<file path="src/rtl/gsci_pkg.sv">
// ----------------------------------------------------------------------------
// gsci_pkg
// shared types and constants of the gpio/spi command interpreter
// ----------------------------------------------------------------------------
package gsci_pkg;

  // opcode field, top three bits of a command byte
  typedef enum logic [2:0] {
    OP_RD_PORT = 3'd0,
    OP_WR_PORT = 3'd1,
    OP_RD_PIN  = 3'd2,
    OP_WR_PIN  = 3'd3,
    OP_SPI     = 3'd4
  } op_e;

  // back end sequencer
  typedef enum logic [1:0] {
    BK_IDLE,
    BK_LOAD,
    BK_OUT
  } bk_state_e;

  localparam int unsigned NUM_PINS      = 7;
  localparam int unsigned CMD_Q_DEPTH   = 2;
  localparam logic [4:0]  PORT_ONE      = 5'd1;
  localparam logic [4:0]  PORT_THREE    = 5'd3;
  localparam logic [4:0]  LAST_PIN      = 5'd6;
  localparam int unsigned PIN_MOSI      = 4;
  localparam int unsigned PIN_SCK       = 6;
  localparam logic [7:0]  UNKNOWN_PORT  = 8'hFF;
  localparam logic [6:0]  PIN_RESET     = 7'h7F;
  localparam logic [7:0]  PORT_RESET    = 8'hFF;

  typedef struct packed {
    logic       mode;
    logic [7:0] code;
    logic [7:0] port1_levels;
    logic [7:0] port3_levels;
    logic [6:0] pin_levels;
    logic [7:0] miso_byte;
  } in_t;

  typedef struct packed {
    logic [7:0] data_byte;
    logic       data_valid;
    logic       last;
    logic [5:0] length;
    logic [7:0] port1_drive;
    logic [7:0] port3_drive;
    logic [6:0] pin_drive;
    logic       overflow;
  } out_t;

  // decoded command passed from front to back
  typedef struct packed {
    logic       poll;
    logic       push_en;
    logic [7:0] push_data;
    logic       port1_we;
    logic       port3_we;
    logic [7:0] port_data;
    logic [6:0] pin_mask;
    logic [6:0] pin_val;
  } cmd_t;

endpackage

</file>
<file path="src/rtl/gsci_front.sv">
// ----------------------------------------------------------------------------
// gsci_front
// accepts items, tracks opcode/operand phase and decodes commands
// ----------------------------------------------------------------------------
module gsci_front (
  input  logic          clk_i,
  input  logic          rst_ni,
  input  logic          in_valid_i,
  output logic          in_ready_o,
  input  gsci_pkg::in_t in_i,
  output logic          cmd_valid_o,
  input  logic          cmd_ready_i,
  output gsci_pkg::cmd_t cmd_o
);

  logic       phase_q, phase_d;
  logic [2:0] pend_q, pend_d;
  logic [4:0] target_q, target_d;
  logic       accept;
  logic       effect;
  logic [2:0] op;

  assign in_ready_o  = cmd_ready_i;
  assign accept      = in_valid_i & in_ready_o;
  assign cmd_valid_o = in_valid_i & effect;
  assign op          = in_i.code[7:5];

  always_comb begin
    phase_d  = phase_q;
    pend_d   = pend_q;
    target_d = target_q;
    effect   = 1'b0;
    cmd_o    = '0;
    if (in_i.mode) begin
      cmd_o.poll = 1'b1;
      effect     = 1'b1;
    end else if (!phase_q) begin
      pend_d = op;
      case (op)
        gsci_pkg::OP_RD_PORT: begin
          target_d        = in_i.code[4:0];
          cmd_o.push_en   = 1'b1;
          cmd_o.push_data = (target_d == gsci_pkg::PORT_ONE)   ? in_i.port1_levels :
                            (target_d == gsci_pkg::PORT_THREE) ? in_i.port3_levels :
                            gsci_pkg::UNKNOWN_PORT;
          effect          = 1'b1;
        end
        gsci_pkg::OP_WR_PORT: begin
          target_d = in_i.code[4:0];
          phase_d  = 1'b1;
        end
        gsci_pkg::OP_RD_PIN: begin
          target_d        = in_i.code[4:0];
          cmd_o.push_en   = 1'b1;
          cmd_o.push_data = (target_d <= gsci_pkg::LAST_PIN) ?
                            {7'd0, in_i.pin_levels[target_d[2:0]]} : 8'd1;
          effect          = 1'b1;
        end
        gsci_pkg::OP_WR_PIN: begin
          target_d = {1'b0, in_i.code[3:0]};
          if (target_d <= gsci_pkg::LAST_PIN) begin
            cmd_o.pin_mask[target_d[2:0]] = 1'b1;
            cmd_o.pin_val[target_d[2:0]]  = in_i.code[4];
            effect                        = 1'b1;
          end
        end
        gsci_pkg::OP_SPI: begin
          phase_d = 1'b1;
        end
        default: begin
        end
      endcase
    end else begin
      phase_d = 1'b0;
      case (pend_q)
        gsci_pkg::OP_WR_PORT: begin
          cmd_o.port_data = in_i.code;
          cmd_o.port1_we  = (target_q == gsci_pkg::PORT_ONE);
          cmd_o.port3_we  = (target_q == gsci_pkg::PORT_THREE);
          effect          = cmd_o.port1_we | cmd_o.port3_we;
        end
        gsci_pkg::OP_SPI: begin
          cmd_o.push_en                      = 1'b1;
          cmd_o.push_data                    = in_i.miso_byte;
          cmd_o.pin_mask[gsci_pkg::PIN_MOSI] = 1'b1;
          cmd_o.pin_val[gsci_pkg::PIN_MOSI]  = in_i.code[0];
          cmd_o.pin_mask[gsci_pkg::PIN_SCK]  = 1'b1;
          cmd_o.pin_val[gsci_pkg::PIN_SCK]   = 1'b0;
          effect                             = 1'b1;
        end
        default: begin
        end
      endcase
    end
  end

  always_ff @(posedge clk_i or negedge rst_ni) begin
    if (!rst_ni) begin
      phase_q  <= 1'b0;
      pend_q   <= 3'd0;
      target_q <= 5'd0;
    end else if (accept) begin
      phase_q  <= phase_d;
      pend_q   <= pend_d;
      target_q <= target_d;
    end
  end

endmodule

</file>
<file path="src/rtl/gsci_cmd_fifo.sv">
// ----------------------------------------------------------------------------
// gsci_cmd_fifo
// short command queue between front and back
// ----------------------------------------------------------------------------
module gsci_cmd_fifo (
  input  logic           clk_i,
  input  logic           rst_ni,
  input  logic           wr_valid_i,
  output logic           wr_ready_o,
  input  gsci_pkg::cmd_t wr_data_i,
  output logic           rd_valid_o,
  input  logic           rd_ready_i,
  output gsci_pkg::cmd_t rd_data_o
);

  localparam int unsigned Depth = gsci_pkg::CMD_Q_DEPTH;
  localparam int unsigned AW    = $clog2(Depth);
  localparam int unsigned CW    = $clog2(Depth + 1);

  gsci_pkg::cmd_t   mem_q [Depth];
  logic [AW-1:0]    wr_idx_q, rd_idx_q;
  logic [CW-1:0]    cnt_q;
  logic             push, pop;

  assign wr_ready_o = (cnt_q != CW'(Depth));
  assign rd_valid_o = (cnt_q != '0);
  assign rd_data_o  = mem_q[rd_idx_q];
  assign push       = wr_valid_i & wr_ready_o;
  assign pop        = rd_valid_o & rd_ready_i;

  always_ff @(posedge clk_i) begin
    if (push) begin
      mem_q[wr_idx_q] <= wr_data_i;
    end
  end

  always_ff @(posedge clk_i or negedge rst_ni) begin
    if (!rst_ni) begin
      wr_idx_q <= '0;
      rd_idx_q <= '0;
      cnt_q    <= '0;
    end else begin
      if (push) begin
        wr_idx_q <= (wr_idx_q == AW'(Depth - 1)) ? '0 : wr_idx_q + AW'(1);
      end
      if (pop) begin
        rd_idx_q <= (rd_idx_q == AW'(Depth - 1)) ? '0 : rd_idx_q + AW'(1);
      end
      if (push && !pop) begin
        cnt_q <= cnt_q + CW'(1);
      end else if (pop && !push) begin
        cnt_q <= cnt_q - CW'(1);
      end
    end
  end

endmodule

</file>
<file path="src/rtl/gsci_back.sv">
// ----------------------------------------------------------------------------
// gsci_back
// executes commands: latches, result ring and poll drain
// ----------------------------------------------------------------------------
module gsci_back #(
  parameter int unsigned RING_DEPTH = 32
) (
  input  logic           clk_i,
  input  logic           rst_ni,
  input  logic           cmd_valid_i,
  output logic           cmd_ready_o,
  input  gsci_pkg::cmd_t cmd_i,
  output logic           out_valid_o,
  input  logic           out_ready_i,
  output gsci_pkg::out_t out_o
);

  localparam int unsigned PW = $clog2(RING_DEPTH);
  localparam int unsigned FW = $clog2(RING_DEPTH + 1);

  gsci_pkg::bk_state_e state_q, state_d;
  logic [7:0]    ring [RING_DEPTH];
  logic [7:0]    rdata_q;
  logic [PW-1:0] wr_ptr_q, wr_ptr_d, rd_ptr_q, rd_ptr_d;
  logic [FW-1:0] fill_q, fill_d, cnt_q, cnt_d, len_q, len_d;
  logic          ovf_q, ovf_d;
  logic [7:0]    p1_q, p1_d, p3_q, p3_d;
  logic [6:0]    pin_q, pin_d;
  gsci_pkg::out_t out_q, out_d;
  logic          ring_we;

  assign out_valid_o = (state_q == gsci_pkg::BK_OUT);
  assign out_o       = out_q;

  always_comb begin
    state_d     = state_q;
    wr_ptr_d    = wr_ptr_q;
    rd_ptr_d    = rd_ptr_q;
    fill_d      = fill_q;
    cnt_d       = cnt_q;
    len_d       = len_q;
    ovf_d       = ovf_q;
    p1_d        = p1_q;
    p3_d        = p3_q;
    pin_d       = pin_q;
    out_d       = out_q;
    ring_we     = 1'b0;
    cmd_ready_o = 1'b0;
    case (state_q)
      gsci_pkg::BK_IDLE: begin
        cmd_ready_o = 1'b1;
        if (cmd_valid_i) begin
          pin_d = (pin_q & ~cmd_i.pin_mask) | (cmd_i.pin_val & cmd_i.pin_mask);
          if (cmd_i.port1_we) begin
            p1_d = cmd_i.port_data;
          end
          if (cmd_i.port3_we) begin
            p3_d = cmd_i.port_data;
          end
          if (cmd_i.push_en) begin
            if (fill_q >= FW'(RING_DEPTH)) begin
              ovf_d = 1'b1;
            end else begin
              ring_we  = 1'b1;
              wr_ptr_d = (wr_ptr_q == PW'(RING_DEPTH - 1)) ? '0 : wr_ptr_q + PW'(1);
              fill_d   = fill_q + FW'(1);
            end
          end
          if (cmd_i.poll) begin
            cnt_d = fill_q;
            len_d = fill_q;
            if (fill_q == '0) begin
              out_d.data_byte   = 8'd0;
              out_d.data_valid  = 1'b0;
              out_d.last        = 1'b1;
              out_d.length      = 6'd0;
              out_d.port1_drive = p1_q;
              out_d.port3_drive = p3_q;
              out_d.pin_drive   = pin_q;
              out_d.overflow    = ovf_q;
              state_d           = gsci_pkg::BK_OUT;
            end else begin
              state_d = gsci_pkg::BK_LOAD;
            end
          end
        end
      end
      gsci_pkg::BK_LOAD: begin
        out_d.data_byte   = rdata_q;
        out_d.data_valid  = 1'b1;
        out_d.last        = (cnt_q == FW'(1));
        out_d.length      = 6'(len_q);
        out_d.port1_drive = p1_q;
        out_d.port3_drive = p3_q;
        out_d.pin_drive   = pin_q;
        out_d.overflow    = ovf_q;
        rd_ptr_d          = (rd_ptr_q == PW'(RING_DEPTH - 1)) ? '0 : rd_ptr_q + PW'(1);
        cnt_d             = cnt_q - FW'(1);
        state_d           = gsci_pkg::BK_OUT;
      end
      gsci_pkg::BK_OUT: begin
        if (out_ready_i) begin
          if (cnt_q == '0) begin
            fill_d  = '0;
            state_d = gsci_pkg::BK_IDLE;
          end else begin
            state_d = gsci_pkg::BK_LOAD;
          end
        end
      end
      default: begin
        state_d = gsci_pkg::BK_IDLE;
      end
    endcase
  end

  // ring storage, registered read at the read pointer
  always_ff @(posedge clk_i) begin
    if (ring_we) begin
      ring[wr_ptr_q] <= cmd_i.push_data;
    end
    rdata_q <= ring[rd_ptr_q];
  end

  always_ff @(posedge clk_i) begin
    out_q <= out_d;
    len_q <= len_d;
  end

  always_ff @(posedge clk_i or negedge rst_ni) begin
    if (!rst_ni) begin
      state_q  <= gsci_pkg::BK_IDLE;
      wr_ptr_q <= '0;
      rd_ptr_q <= '0;
      fill_q   <= '0;
      cnt_q    <= '0;
      ovf_q    <= 1'b0;
      p1_q     <= gsci_pkg::PORT_RESET;
      p3_q     <= gsci_pkg::PORT_RESET;
      pin_q    <= gsci_pkg::PIN_RESET;
    end else begin
      state_q  <= state_d;
      wr_ptr_q <= wr_ptr_d;
      rd_ptr_q <= rd_ptr_d;
      fill_q   <= fill_d;
      cnt_q    <= cnt_d;
      ovf_q    <= ovf_d;
      p1_q     <= p1_d;
      p3_q     <= p3_d;
      pin_q    <= pin_d;
    end
  end

  a_fill_bound: assert property (@(posedge clk_i) disable iff (!rst_ni)
    fill_q <= FW'(RING_DEPTH))
    else $error("ring fill beyond depth");

  a_ovf_sticky: assert property (@(posedge clk_i) disable iff (!rst_ni)
    !$fell(ovf_q))
    else $error("overflow flag cleared");

  a_last_empties: assert property (@(posedge clk_i) disable iff (!rst_ni)
    (out_valid_o && out_ready_i && out_q.last) |=> (fill_q == '0))
    else $error("ring not empty after final drained byte");

  a_load_has_byte: assert property (@(posedge clk_i) disable iff (!rst_ni)
    (state_q == gsci_pkg::BK_LOAD) |-> (cnt_q != '0))
    else $error("ring read with no byte left");

endmodule

</file>
<file path="src/rtl/gpio_spi_command_interpreter.sv">
// ----------------------------------------------------------------------------
// gpio_spi_command_interpreter
// decodes gpio/spi command bytes, queues read results and drains them on poll
// ----------------------------------------------------------------------------
//  channel | handshake              | payload
//  --------+------------------------+--------------------------
//  input   | in_valid_i / in_ready_o  | in_i  (gsci_pkg::in_t)
//  output  | out_valid_o / out_ready_i| out_o (gsci_pkg::out_t)
//
//  a feed transfer is decoded in the cycle it arrives, then queued and
//  carried out by the back end, so feeds run at one per cycle while the
//  command queue has room; a poll runs ring read, then output register,
//  for each queued byte, an empty poll only the output register
//  reset clears phase, pointers, fill, overflow and sets all latches high
//  input stalls only when the two-entry command queue is full, i.e. while
//  the back end drains or waits on a stalled output
// ----------------------------------------------------------------------------
module gpio_spi_command_interpreter #(
  parameter int unsigned RING_DEPTH = 32
) (
  input  logic           clk_i,
  input  logic           rst_ni,
  input  logic           in_valid_i,
  output logic           in_ready_o,
  input  gsci_pkg::in_t  in_i,
  output logic           out_valid_o,
  input  logic           out_ready_i,
  output gsci_pkg::out_t out_o
);

  // decoded commands, front to queue
  logic           fq_valid, fq_ready;
  gsci_pkg::cmd_t fq_cmd;
  // queue to back end
  logic           qb_valid, qb_ready;
  gsci_pkg::cmd_t qb_cmd;

  // opcode/operand tracking and decode
  gsci_front u_front (
    .clk_i       (clk_i),
    .rst_ni      (rst_ni),
    .in_valid_i  (in_valid_i),
    .in_ready_o  (in_ready_o),
    .in_i        (in_i),
    .cmd_valid_o (fq_valid),
    .cmd_ready_i (fq_ready),
    .cmd_o       (fq_cmd)
  );

  // decouples front and back so each can stall on its own
  gsci_cmd_fifo u_cmd_fifo (
    .clk_i      (clk_i),
    .rst_ni     (rst_ni),
    .wr_valid_i (fq_valid),
    .wr_ready_o (fq_ready),
    .wr_data_i  (fq_cmd),
    .rd_valid_o (qb_valid),
    .rd_ready_i (qb_ready),
    .rd_data_o  (qb_cmd)
  );

  // latches, result ring and drain sequencer
  gsci_back #(
    .RING_DEPTH (RING_DEPTH)
  ) u_back (
    .clk_i       (clk_i),
    .rst_ni      (rst_ni),
    .cmd_valid_i (qb_valid),
    .cmd_ready_o (qb_ready),
    .cmd_i       (qb_cmd),
    .out_valid_o (out_valid_o),
    .out_ready_i (out_ready_i),
    .out_o       (out_o)
  );

endmodule
</file>
<file path="config.mk">
export PLATFORM = sky130hd
export DESIGN_NAME = gpio_spi_command_interpreter
export DESIGN_NICKNAME = d
export VERILOG_FILES = /design/src/rtl/gsci_pkg.sv /design/src/rtl/gsci_front.sv /design/src/rtl/gsci_cmd_fifo.sv /design/src/rtl/gsci_back.sv /design/src/rtl/gpio_spi_command_interpreter.sv
export SDC_FILE = /design/constraint.sdc
export NUM_CORES = 1
export LEC_CHECK = 0
export BUFFER_PORTS_ARGS = -buffer_cell sky130_fd_sc_hd__buf_4
export CAP_MARGIN = 20
export CORE_AREA = 2 2 243 245
export DETAILED_ROUTE_END_ITERATION = 8
export DIE_AREA = 0 0 245 247
export PLACE_DENSITY = 0.43
export SYNTH_ARGS = -nofsm -noshare
export SYNTH_HDL_FRONTEND = slang
export SYNTH_HIERARCHICAL = 1
export SYNTH_SLANG_ARGS = --single-unit
</file>
<file path="constraint.sdc">
create_clock -name clk_i -period 8.11 [get_ports clk_i]
set_input_delay 1.622 -clock clk_i [delete_from_list [all_inputs] [get_ports clk_i]]
set_output_delay 1.622 -clock clk_i [all_outputs]
set_load 0.02 [all_outputs]
</file>
### After elaboration in Yosys (flattened, before gate mapping)

Memories as Yosys holds them, arrays and structs flattened. A register that Yosys moved wholly into a read port is not among the register bits.
Index checks and enable logic that the tools add are counted.
Widths: inputs -> output; s select.

* register bits after elaboration: 107
* memory bits (writable): 324
* input bits: 44
* output and inout port bits: 42
* word-level logic and storage cells: 173
* memories kept: 2

* $add $sub $neg: 8
* order comparisons: 5
* equality and inequality tests: 23
* multiplexer cells: 68
* bitwise logic cells: 13
* reduce and logical (&&, ||, !) cells: 30

Memory list
* u_back.ring: words 32, width 8, rd ports 1, clocked after Yosys merged registers in 1, wr ports 1, line gsci_back.sv:22 `logic [7:0] ring [RING_DEPTH];`
* u_cmd_fifo.mem_q: words 2, width 34, rd ports 1, clocked after Yosys merged registers in 0, wr ports 1, line gsci_cmd_fifo.sv:20 `gsci_pkg::cmd_t mem_q [Depth];`

Operators with widths (number)
* $mux 40: 3
* $pmux 40 s2: 1
* $mux 6: 7
* $mux 33: 1
* $mux 1: 29
* $mux 14: 2
* $pmux 6 s2: 2
* $and 7x7->7: 3
* $mux 10: 2
* $mux 9: 2
* $pmux 9 s2: 1
* $reduce_and 3->1: 6
* $mux 8: 2
* $reduce_and 4->1: 4
* $logic_not 6->1: 2
* $mux 2: 6
* $add 5x1->5 const B: 2
* $eq 5x1->1 const B: 2
* $eq 5x2->1 const B: 2
* $eq 5x5->1 const B: 2
* $mux 5: 2
* $ne 2x2->1 const B: 5
* $pmux 5 s2: 1
* $reduce_bool 2->1: 5
* 35 further kinds: 53

### Longest topological paths before layout

Gate-level depths: netlist (run 1).

* word-level depth: 11
* mapped depth: 10
* mapped depth without buffers: 10

### Cells and area by module

Netlist (run 1), hierarchy kept.

By module, submodules not included
* gsci_back: times used 1, cells an instance 763, area an instance 13945.9 µm², sequential area each 10458.8 µm²
* gsci_cmd_fifo: times used 1, cells an instance 124, area an instance 2798.9 µm², sequential area each 2142.1 µm²
* gsci_front: times used 1, cells an instance 126, area an instance 1061.0 µm², sequential area each 225.2 µm²

### Worst setup path after synthesis (run 1)

OpenSTA, ideal clock, no wires.

* kind: flip-flop to flip-flop
* from: register u_cmd_fifo.rd_idx_q
* to: register u_back.out_q (netlist bit u_back/out_o[0]) (enable)
* setup time: 0.495 ns
* arrival time: 3.862 ns
* data required time: 7.615 ns
* setup slack: 3.753 ns
* cell stages (with the launch flop): 6
* path buffers: 2
* period minus slack after synthesis: 4.357 ns
* cells stage by stage: dfrtp_1 > buf_6 > buf_12 > mux2_4 > nand2_1 > o21ai_0

RTL lines
* from (decl): line gsci_cmd_fifo.sv:21 `logic [AW-1:0] wr_idx_q, rd_idx_q;`
* from (signal assigned): line gsci_cmd_fifo.sv:47 `rd_idx_q <= (rd_idx_q == AW'(Depth - 1)) ? '0 : rd_idx_q + AW'(1);`
* to (signal assigned): line gsci_back.sv:126 `out_q <= out_d;`
* to (decl): line gsci_back.sv:29 `gsci_pkg::out_t out_q, out_d;`

==> results.txt, run 1 <==
Outcome - finished, final reports clean
Min cycle time layout - 3.68 ns
Syn_area_per_cell - 17.6 sq um
DR iter-0 viols - 576
Wire per inst - 21.3 um
Area of the multi-input gates - 0.00460 sq mm
Post CTS Setup Buffer Count - 0
Post-CTS sizing - 0
Total Routed Length - 40900 um
Register area - 0.0128 sq mm
Place WS - 4.29 ns
R2r setup slk - 4.43 ns
Critical path launch point - u_cmd_fifo/rd_idx_q
Synth top area share - 62.4%
PnR worst setup slack - 4.43 ns
Via density - 4.78
Post-synth top cells - edfxtp_1, mux2i_1, nor2_1
Hold Path Stages - 0
Internal power - 5.39 mW
Post-synth EDFFs - 370
GR Overflow Total - 0
First-pass GRT wire length - 61200 um
Fillers - 5464
CP cell instances - buf_4 > mux2_4 > nor2b_1 > and2_0 > nand2_1 > nor2_1
DR DRC count - 0
CP Launch Type - flip-flop
Worst Path Max Fanout - 35
Psw - 2.40 mW
Synth Net Count - 1069
Clock power share - 30.6%
Die area - 0.0605 sq mm
Crit path arrival time - 3.87 ns
Area leader, netlist - edfxtp_1
Crit Reg-Reg Endpoint - u_back/ring[27][3]
RSZ-0062 raised after global routing - no
Hold Buf Count CTS - 0
Worst path required time - 8.31 ns
Crit Path Class - flip-flop to flip-flop
Top Ports - 86
Final count of negative-setup-slack endpoints - 0
Part of the power in registers - 43.5%
ANT cells - 0
Worst path bufs/invs - 1
Global-route usage over all layers - 13.6%
Synth unique cells - 72
Sequential fraction of the synthesis area - 72.0%
Post-Syn Instances - 1013
Vias in the first global route - 9545
Final period util - 45.3%
Worst-path clk slew - 0.06 ns
CTS sink count - 439
Crit path max-delay family - simple AND/OR/NAND/NOR gates
Power density cells - 373 mW/mm^2
Maxcap violations - 0
CP endpoint kind - flip-flop
Die Ht - 247 um
Crit-path max cell delay - 0.80 ns
Gpl congestion - 0.834
Max Clock Freq - 0.272 GHz
Vias - 9158
Comb power frac - 25.9%
Total CTS buffers - 49
Count leader, synth - edfxtp_1
Max-Slew Margin vs Limit - 28.6%
Largest net degree at the start of global routing - 62
Fraction of layout cells with a size suffix above 1 - 28.4%
Row count - 89
Worst vdd ir - 0.000164 V
HPWL Detailed - 25200 um
Final hold vios - 0
Ys Warns - 6
TNS Setup - 0 ns
Post-route ant nets - 0
HP Class - flip-flop to flip-flop
1st-pass router iterations - 5
Endpoint, Worst Hold - u_back/out_o[0]
Maximum clock insertion buffer count - 3
Switching Fraction - 30.8%
Placeable Area - 0.0582 sq mm
Post-synth ARST share - 13.9%
Static Leak - 7.20 nW
Least-Margin Pin Slew - 1.07 ns
Top_reg_cell synth - edfxtp_1
H-tree Lvls - 2
Reg-to-reg startpoint - u_cmd_fifo/rd_idx_q
Final Max Tran Viols - 0
Seq cells post-synth - 439
Critical-path top delay cell - nor2_1
Fin nets - 1159
Initial antenna violation count - 0
CTS tree - yes
Clock skew - 0.0258 ns
Number of buffers added on ports - 85
Synth-to-Final Area Change - 17.3%
R2R cell count - 6
Initial core utilization - 30.6%
CTS root buffer - clkbuf_16
Hold Crit Start - u_back/ovf_q
Largest cells by area after synthesis - edfxtp_1, dfrtp_1, mux4_2
Post-Syn Area - 0.0178 sq mm
Clk_lat worst skew - 0.59 ns
Die Width - 245 um
==> power groups by stage <==
stage                     Combinational [mW]  Clock, mW  Sequential, mW
after floorplan                         1.48          0            3.32
after global placement                  2.06          0            3.44
after detailed placement                2.07          0            3.44
after CTS                               2.07       2.46            3.40
after global routing                    2.20       2.55            3.44
final                                   2.02       2.38            3.39
==> flip-flops by register name, summed over array words and instances, names as in the netlist, named ones only <==
signal	cells
u_cmd_fifo/rd_idx_q	1
u_cmd_fifo/cnt_q	2
u_back/wr_ptr_q	5
u_back/p1_q	8
u_front/pend_q	3
u_cmd_fifo/mem_q	68
u_back/p3_q	8
u_back/fill_q	6
u_back/ring	256
u_back/cnt_q	6
u_front/target_q	5
u_back/out_o	40
u_cmd_fifo/wr_idx_q	1
u_back/len_q	6
u_back/rd_ptr_q	5
u_back/state_q	2
u_front/phase_q	1
u_back/ovf_q	1
u_back/rdata_q	8
==> per-stage QoR <==
| stage | hold WS, ns | area [sq um] | cells | util [%] | power, mW |
|---|---|---|---|---|---|
| after floorplan | 0.426 | 17800 | 1013 | - | 4.80 |
| after global placement | 0.432 | 19100 | 1825 | 32.9 | 5.50 |
| after detailed placement | 0.438 | 19100 | 1825 | 32.9 | 5.51 |
| after CTS | 0.452 | 20900 | 1917 | 35.9 | 7.93 |
| after global routing | 0.473 | 20900 | 1917 | 35.9 | 8.19 |
| final | 0.450 | 20900 | 1917 | 35.9 | 7.79 |
==> how the worst max path moves through the flow <==
stage / endpoint / slack [ns] / depth (start not counted)
2_1_floorplan: u_back/out_o[0] / 3.75 / 5
3_3_place_gp: u_cmd_fifo/mem_q[0][31] / 4.30 / 6
3_5_place_dp: u_cmd_fifo/mem_q[0][27] / 4.29 / 6
4_1_cts: u_back/ring[19][0] / 4.37 / 6
5_1_grt: u_back/ring[27][6] / 4.18 / 6
6_report: u_back/ring[27][3] / 4.43 / 6
==> layout by cell type (no fill, tap or decap), types with 8 or more instances in the layout <==
cell       synthesis  routed
edfxtp_1         370     370
buf_4              5      90
mux2i_1           60      60
nor2_1            57      56
clkbuf_16          0      50
nand2_1           48      48
mux2_2            44      44
mux4_2            40      40
dfrtp_1           38      34
mux2_4            29      29
and2_1            25      25
dfstp_2           23      23
a221oi_1          18      18
a21oi_1           14      14
inv_1             12      12
o21ai_0           13      12
ha_1              12      12
nand3_1           11      11
bufinv_16          0      10
clkbuf_1          14      10
clkinv_2           0      10
clkinv_1           3       9
o22a_1             9       9
nor3_1             9       9
o21ai_1            8       8
o221ai_1           8       8
a22o_1             8       8
dfxtp_1            8       8
==> metal layers <==
layer	wire length, um	global-route usage [%]	up-vias
met2	19200	21.8	195
met4	1070	4.34	0
met5	0	0	-
met1	18900	18.6	4744
li1	-	-	4159
met3	1680	2.65	60
==> final cells by class <==
| type | count | area share [%] |
|---|---|---|
| multi-input cells | 507 | 22.0 |
| clock buffers | 63 | 6.37 |
| inverters | 16 | 0.288 |
| flip-flops and latches | 439 | 61.4 |
| clock inverters | 29 | 2.00 |
| repair buffers | 90 | 3.23 |
| well taps | 773 | 4.63 |
==> logic make-up after synthesis <==
family | synth area share, %
XOR/XNOR | 0.344
AO/OA/AOI/OAI | 4.90
adder cells (fa/ha/maj) | 0.843
flip-flops | 72.0
buffers and inverters | 2.23
multiplexers | 13.7
AND/OR/NAND/NOR | 5.99
(Power assumes the default switching activity.)
==> run 2: changes to the inputs <==
Settings changed: ABC_AREA set to 1, CORE_AREA 2 2 243 245 to 2 2 252 254, DIE_AREA 0 0 245 247 to 0 0 254 256, PLACE_DENSITY 0.43 to 0.44.
Clock period 8.11 ns to 3.2 ns, I/O delays scaled along.
==> results.txt, run 2 <==
1st-pass router iterations - 6 (+1)
Post-CTS sizing - 0 (unchanged)
CTS root buffer - clkbuf_16
Worst path required time - 3.41 ns (-4.90 ns)
Total Routed Length - 48700 um (+19%)
H-tree Lvls - 2 (unchanged)
Die Width - 254 um (+3.7%)
Final Util - 36.1% (+0.28 points)
Max-Slew Margin vs Limit - 38.3% (+9.6 points)
HP Class - primary input to async pin
Min cycle time layout - 2.56 ns (-1.12 ns)
GR Overflow Total - 0 (unchanged)
Place WS - 0.638 ns (-3.65 ns)
R2r setup slk - 0.64 ns (-3.79 ns)
Biggest register - u_back/ring
Post-synth ARST share - 13.9% (unchanged)
Global-route usage over all layers - 15.2% (+1.6 points)
Clk_lat worst skew - 0.59 ns (about the same)
Top_reg_cell synth - edfxtp_1
Synth Net Count - 1908 (+78%)
DR DRC count - 0 (unchanged)
CP Launch Type - flip-flop
Post CTS Setup Buffer Count - 0 (unchanged)
Final period util - 79.9% (+35 points)
Post-layout instance area - 0.0226 sq mm (+8.0%)
Clock skew - 0.0213 ns (-0.00457 ns)
Via density - 4.39 (-8.2%)
Placed Area - 0.0209 sq mm (+9.0%)
Outcome - finished, final reports clean
Maximum clock insertion buffer count - 3 (unchanged)
Gpl congestion - 0.794 (-4.8%)
Pwr Total - 20.7 mW (+170%)
Vias in the first global route - 12776 (+34%)
Fin cells - 2860 (+49%)
CTS tree - yes
Row count - 92 (+3.4%)
Number of buffers added on ports - 85 (unchanged)
Post-route ant nets - 0 (unchanged)
Post-synth EDFFs - 370 (unchanged)
Worst vdd ir - 0.000361 V (+120%)
Reg-to-reg startpoint - u_cmd_fifo/rd_idx_q
Static Leak - 9.40 nW (+31%)
Hold Slack - 0.0446 ns (-0.406 ns)
Worst-path clk slew - 0.06 ns (about the same)
Synth-to-Final Area Change - 18.1%
Area leader, netlist - edfxtp_1
DR iter-0 viols - 803 (+39%)
Die area - 0.0650 sq mm (+7.5%)
Crit path top cell by count - nand2_1
PnR worst setup slack - 0.644 ns (-3.79 ns)
Least-Margin Pin Slew - 0.926 ns (-0.142 ns)
Synth top area share - 58.2% (-4.2 points)
CP endpoint kind - flip-flop
Top Ports - 86 (unchanged)
Final Max Tran Viols - 0 (unchanged)
Crit Reg-Reg Endpoint - u_back/ring[28][3]
Most common cell after layout, fill and taps aside - nand2_1
Final hold vios - 0 (unchanged)
Synth unique cells - 47 (-35%)
CTS sink count - 439 (unchanged)
Crit Path Class - flip-flop to flip-flop
Power density cells - 920 mW/mm^2 (+150%)
Largest net degree at the start of global routing - 77 (+24%)
Crit path arrival time - 2.76 ns (-1.11 ns)
Maxcap violations - 0 (unchanged)
Syn_area_per_cell - 10.3 sq um (-41%)
Initial antenna violation count - 0 (unchanged)
Total CTS buffers - 50 (+2.0%)
Fraction of layout cells with a size suffix above 1 - 15.4% (-13 points)
Count leader, synth - nand2_1
Sequential fraction of the synthesis area - 67.2% (-4.9 points)
Largest cells by area after synthesis - edfxtp_1, nand2_1, dfrtp_1
Crit path max-delay family - simple AND/OR/NAND/NOR gates
R2R cell count - 7 (+1)
Final count of negative-setup-slack endpoints - 0 (unchanged)
Die Ht - 256 um (+3.6%)
First-pass GRT wire length - 75500 um (+23%)
TNS Setup - 0 ns (unchanged)
Hold Buf Count CTS - 0 (unchanged)
Seq cells post-synth - 439 (unchanged)
Post-synth top cells - nand2_1, edfxtp_1, inv_1
Largest register FFs - 256 (unchanged)
Initial core utilization - 30.6% (+0.040 points)
Crit-path max cell delay - 0.61 ns (-0.19 ns)
Worst Path Max Fanout - 35 (unchanged)
Post-Syn Area - 0.0191 sq mm (+7.3%)
Worst path bufs/invs - 1 (unchanged)
Critical-path top delay cell - nor2_1
Placeable Area - 0.0624 sq mm (+7.1%)
Placed cell count - 2765 (+52%)
HPWL Detailed - 30400 um (+21%)
Vias - 12549 (+37%)
Ys Warns - 6 (unchanged)
Most frequent cells in the layout - nand2_1, edfxtp_1, inv_1
CP cell instances - inv_8 > nand2_2 > nand2_1 > nand2_1 > nor2_8 > nand2_1 > nor2_1
Post-Syn Instances - 1852 (+83%)
RSZ-0062 raised after global routing - no
Max Clock Freq - 0.391 GHz (+44%)
Fin nets - 2027 (+75%)
Wire per inst - 17.0 um (-20%)
[run 2: layout make-up]
class	count	area [sq um]
antenna	1	2.50
clock buffer	57	1310
clock inverter	37	378
fill	6351	39800
inverter	259	981
multi-input combinational	1084	4890
sequential	439	12800
tap	846	1060
timing repair buffer	137	1100
[run 2: how the worst max path moves through the flow]
stage	startpoint	endpoint	slack, ns	cells after the start
floorplan	in_i[32]	u_cmd_fifo/mem_q[0][0]	0.008	7
global placement	u_cmd_fifo/rd_idx_q	u_back/ring[1][3]	0.76	8
detailed placement	u_cmd_fifo/rd_idx_q	u_back/ring[13][0]	0.64	8
CTS	u_cmd_fifo/rd_idx_q	u_back/ring[28][2]	0.62	7
global route	u_cmd_fifo/rd_idx_q	u_back/ring[28][7]	0.47	7
finish	u_cmd_fifo/rd_idx_q	u_back/ring[28][3]	0.64	7
[run 2: per-layer routing]
metal / part of all wire (%) / up-vias / track usage, %
li1: - / 6238 / -
met1: 47 / 5999 / 20.6
met2: 48 / 244 / 25.3
met3: 3.7 / 68 / 2.47
met4: 1.9 / 0 / 3.81
met5: 0 / - / 0
[run 2: report_power, final]
part	total (mW)	internal, mW	switching [mW]
Sequential	8.39	7.85	0.537
Clock	5.83	3.44	2.38
Combinational	6.53	1.85	4.68
Total	20.7	13.1	7.60
[run 2: cells by family after synthesis]
group,share of synthesized area [%]
AND/OR/NAND/NOR,21.1
flip-flops,67.2
buffers and inverters,7.40
AO/OA/AOI/OAI,2.99
adder cells (fa/ha/maj),0.786
multiplexers,0.413
XOR/XNOR,0.183
[run 2: worst reg2reg max path, delay by kind of cell (launching register included)]
kind,cells,cell delay (ns)
AND/OR/NAND/NOR,6,1.50
buffers and inverters,1,0.23
flip-flops,1,0.45
==> run 3: changes to the inputs <==
Clock period 3.2 ns to 2.1 ns, I/O delays scaled along.
==> results.txt, run 3 (synthesized netlist as in run 2, its figures left out) <==
Die area - 0.0650 sq mm (unchanged)
GR Overflow Total - 0 (unchanged)
Place WS - 0.0867 ns (-0.551 ns)
Placed Area - 0.0213 sq mm (+2.1%)
Die Width - 254 um (unchanged)
Final Util - 37.1% (+0.93 points)
Least-Margin Pin Slew - 0.548 ns (-0.378 ns)
Final period util - 90.2% (+10 points)
ANT cells - 0 (-1)
Worst-path clk slew - 0.06 ns (about the same)
Initial core utilization - 30.6% (unchanged)
TNS Setup - 0 ns (unchanged)
Fin nets - 2063 (+1.8%)
Biggest register - u_back/ring
Total CTS buffers - 49 (-2.0%)
Part of the power in registers - 38.7% (-1.7 points)
Via density - 4.39 (about the same)
Internal power - 21.2 mW (+61%)
Max-Slew Margin vs Limit - 63.2% (+25 points)
Final Max Tran Viols - 0 (unchanged)
RSZ-0062 raised after global routing - no
First-pass GRT wire length - 75300 um (-0.37%)
Most common cell after layout, fill and taps aside - nand2_1
HPWL Detailed - 31200 um (+2.7%)
CTS root buffer - clkbuf_16
Fraction of layout cells with a size suffix above 1 - 17.3% (+1.9 points)
Worst path required time - 2.55 ns (-0.86 ns)
Vias - 12702 (+1.2%)
Power density cells - 1410 mW/mm^2 (+53%)
Row count - 92 (unchanged)
Hold Path Stages - 1
Outcome - finished, final reports clean
CTS tree - yes
Global-route usage over all layers - 15.1% (-0.065 points)
CTS sink count - 439 (unchanged)
Crit-path max cell delay - 0.46 ns (-0.15 ns)
CP endpoint kind - flip-flop
Worst vdd ir - 0.000621 V (+72%)
Comb power frac - 32.5% (+1.0 points)
Max Clock Freq - 0.528 GHz (+35%)
Number of buffers added on ports - 85 (unchanged)
PnR worst setup slack - 0.206 ns (-0.438 ns)
1st-pass router iterations - 5 (-1)
Post-layout instance area - 0.0231 sq mm (+2.6%)
Crit path top cell by count - nand2_1
Initial antenna violation count - 0 (unchanged)
Maximum clock insertion buffer count - 3 (unchanged)
Clock power share - 28.8% (+0.7 points)
Static Leak - 9.72 nW (+3.4%)
Worst Path Max Fanout - 73 (+110%)
HP Class - primary input to flip-flop
CP cell instances - buf_12 > nand2_1 > nand3_1 > nand2_1 > nand2_1 > nand3_1 > nor2_1 > nor2_1
Post-route ant nets - 0 (unchanged)
Clk_lat worst skew - 0.59 ns (about the same)
Pwr Total - 32.6 mW (+57%)
Largest register FFs - 256 (unchanged)
Vias in the first global route - 12898 (+0.95%)
DR iter-0 viols - 849 (+5.7%)
Die Ht - 256 um (unchanged)
Final hold vios - 0 (unchanged)
Top Ports - 86 (unchanged)
Largest net degree at the start of global routing - 74 (-3.9%)
Psw - 11.5 mW (+51%)
Min cycle time layout - 1.89 ns (-0.662 ns)
Total Routed Length - 48500 um (-0.50%)
H-tree Lvls - 2 (unchanged)
DR DRC count - 0 (unchanged)
R2R cell count - 8 (+1)
Clock skew - 0.0244 ns (+0.00316 ns)
Switching Fraction - 35.1% (-1.5 points)
Most frequent cells in the layout - nand2_1, edfxtp_1, inv_1
Crit Path Class - flip-flop to flip-flop
Maxcap violations - 0 (unchanged)
Synth-to-Final Area Change - 21.1%
Final count of negative-setup-slack endpoints - 0 (unchanged)
Placeable Area - 0.0624 sq mm (unchanged)
Critical-path top delay cell - dfrtp_4
Wire per inst - 16.8 um (-1.6%)
Crit path arrival time - 2.34 ns (-0.42 ns)
CP Launch Type - flip-flop
Gpl congestion - 0.845 (+6.5%)
## run 3: metal layers
| layer | global-route usage, % | vias to the layer above | routed length [um] |
|---|---|---|---|
| met4 | 5.88 | 0 | 1540 |
| li1 | - | 6312 | - |
| met2 | 24.1 | 239 | 22300 |
| met1 | 20.8 | 6058 | 22700 |
| met3 | 2.28 | 93 | 1870 |
| met5 | 0 | - | 0 |
## run 3: final cells by class
type / count / area [sq um]
Fill cell: 6243 / 39300
Sequential cell: 439 / 12800
Multi-Input combinational cell: 1084 / 4910
Timing Repair Buffer: 174 / 1550
Clock buffer: 69 / 1490
Tap cell: 846 / 1060
Inverter: 259 / 981
Clock inverter: 22 / 323
## run 3: worst paths after layout
path	start	end	slack, ns
setup / recovery	u_back/rd_ptr_q[0]	u_back/rdata_q[3]	0.21
hold / removal	in_i[39]	u_cmd_fifo/mem_q[1][33]	0.13
setup reg to reg	u_back/rd_ptr_q[0]	u_back/rdata_q[3]	0.21
hold reg to reg	u_back/ovf_q	u_back/out_o[0]	0.46
max in group asynchronous	rst_ni	async pin	1.15
min in group asynchronous	rst_ni	u_back/cnt_q[2]	0.33
## run 3: through the flow
stage	hold slack, ns	instances
2_1_floorplan	0.124	1852
3_3_place_gp	0.386	2799
3_5_place_dp	0.379	2799
4_1_cts	0.0725	2891
5_1_grt	0.0854	2893
6_report	0.125	2893
## run 3: worst max-delay path: cells and delay by family, from the launching register on
kind                   cells  cell delay, ns
buffers and inverters      1            0.29
flip-flops                 1            0.46
AND/OR/NAND/NOR            7            0.93
## run 3: timing repair
item	in CTS	in global routing
hold endpoints to repair	24	0
endpoints found under the setup margin	0	70
gates resized for setup	0	3
hold buffers	1	0
setup buffers	0	2
## run 3: power by group through the flow
stage / clock network (mW) / logic [mW] / registers [mW]
floorplan: 0 / 6.29 / 13.0
global placement: 0 / 10.8 / 12.8
detailed placement: 0 / 10.8 / 12.8
CTS: 9.69 / 10.9 / 12.6
global route: 10.1 / 11.9 / 12.8
finish: 9.40 / 10.6 / 12.6
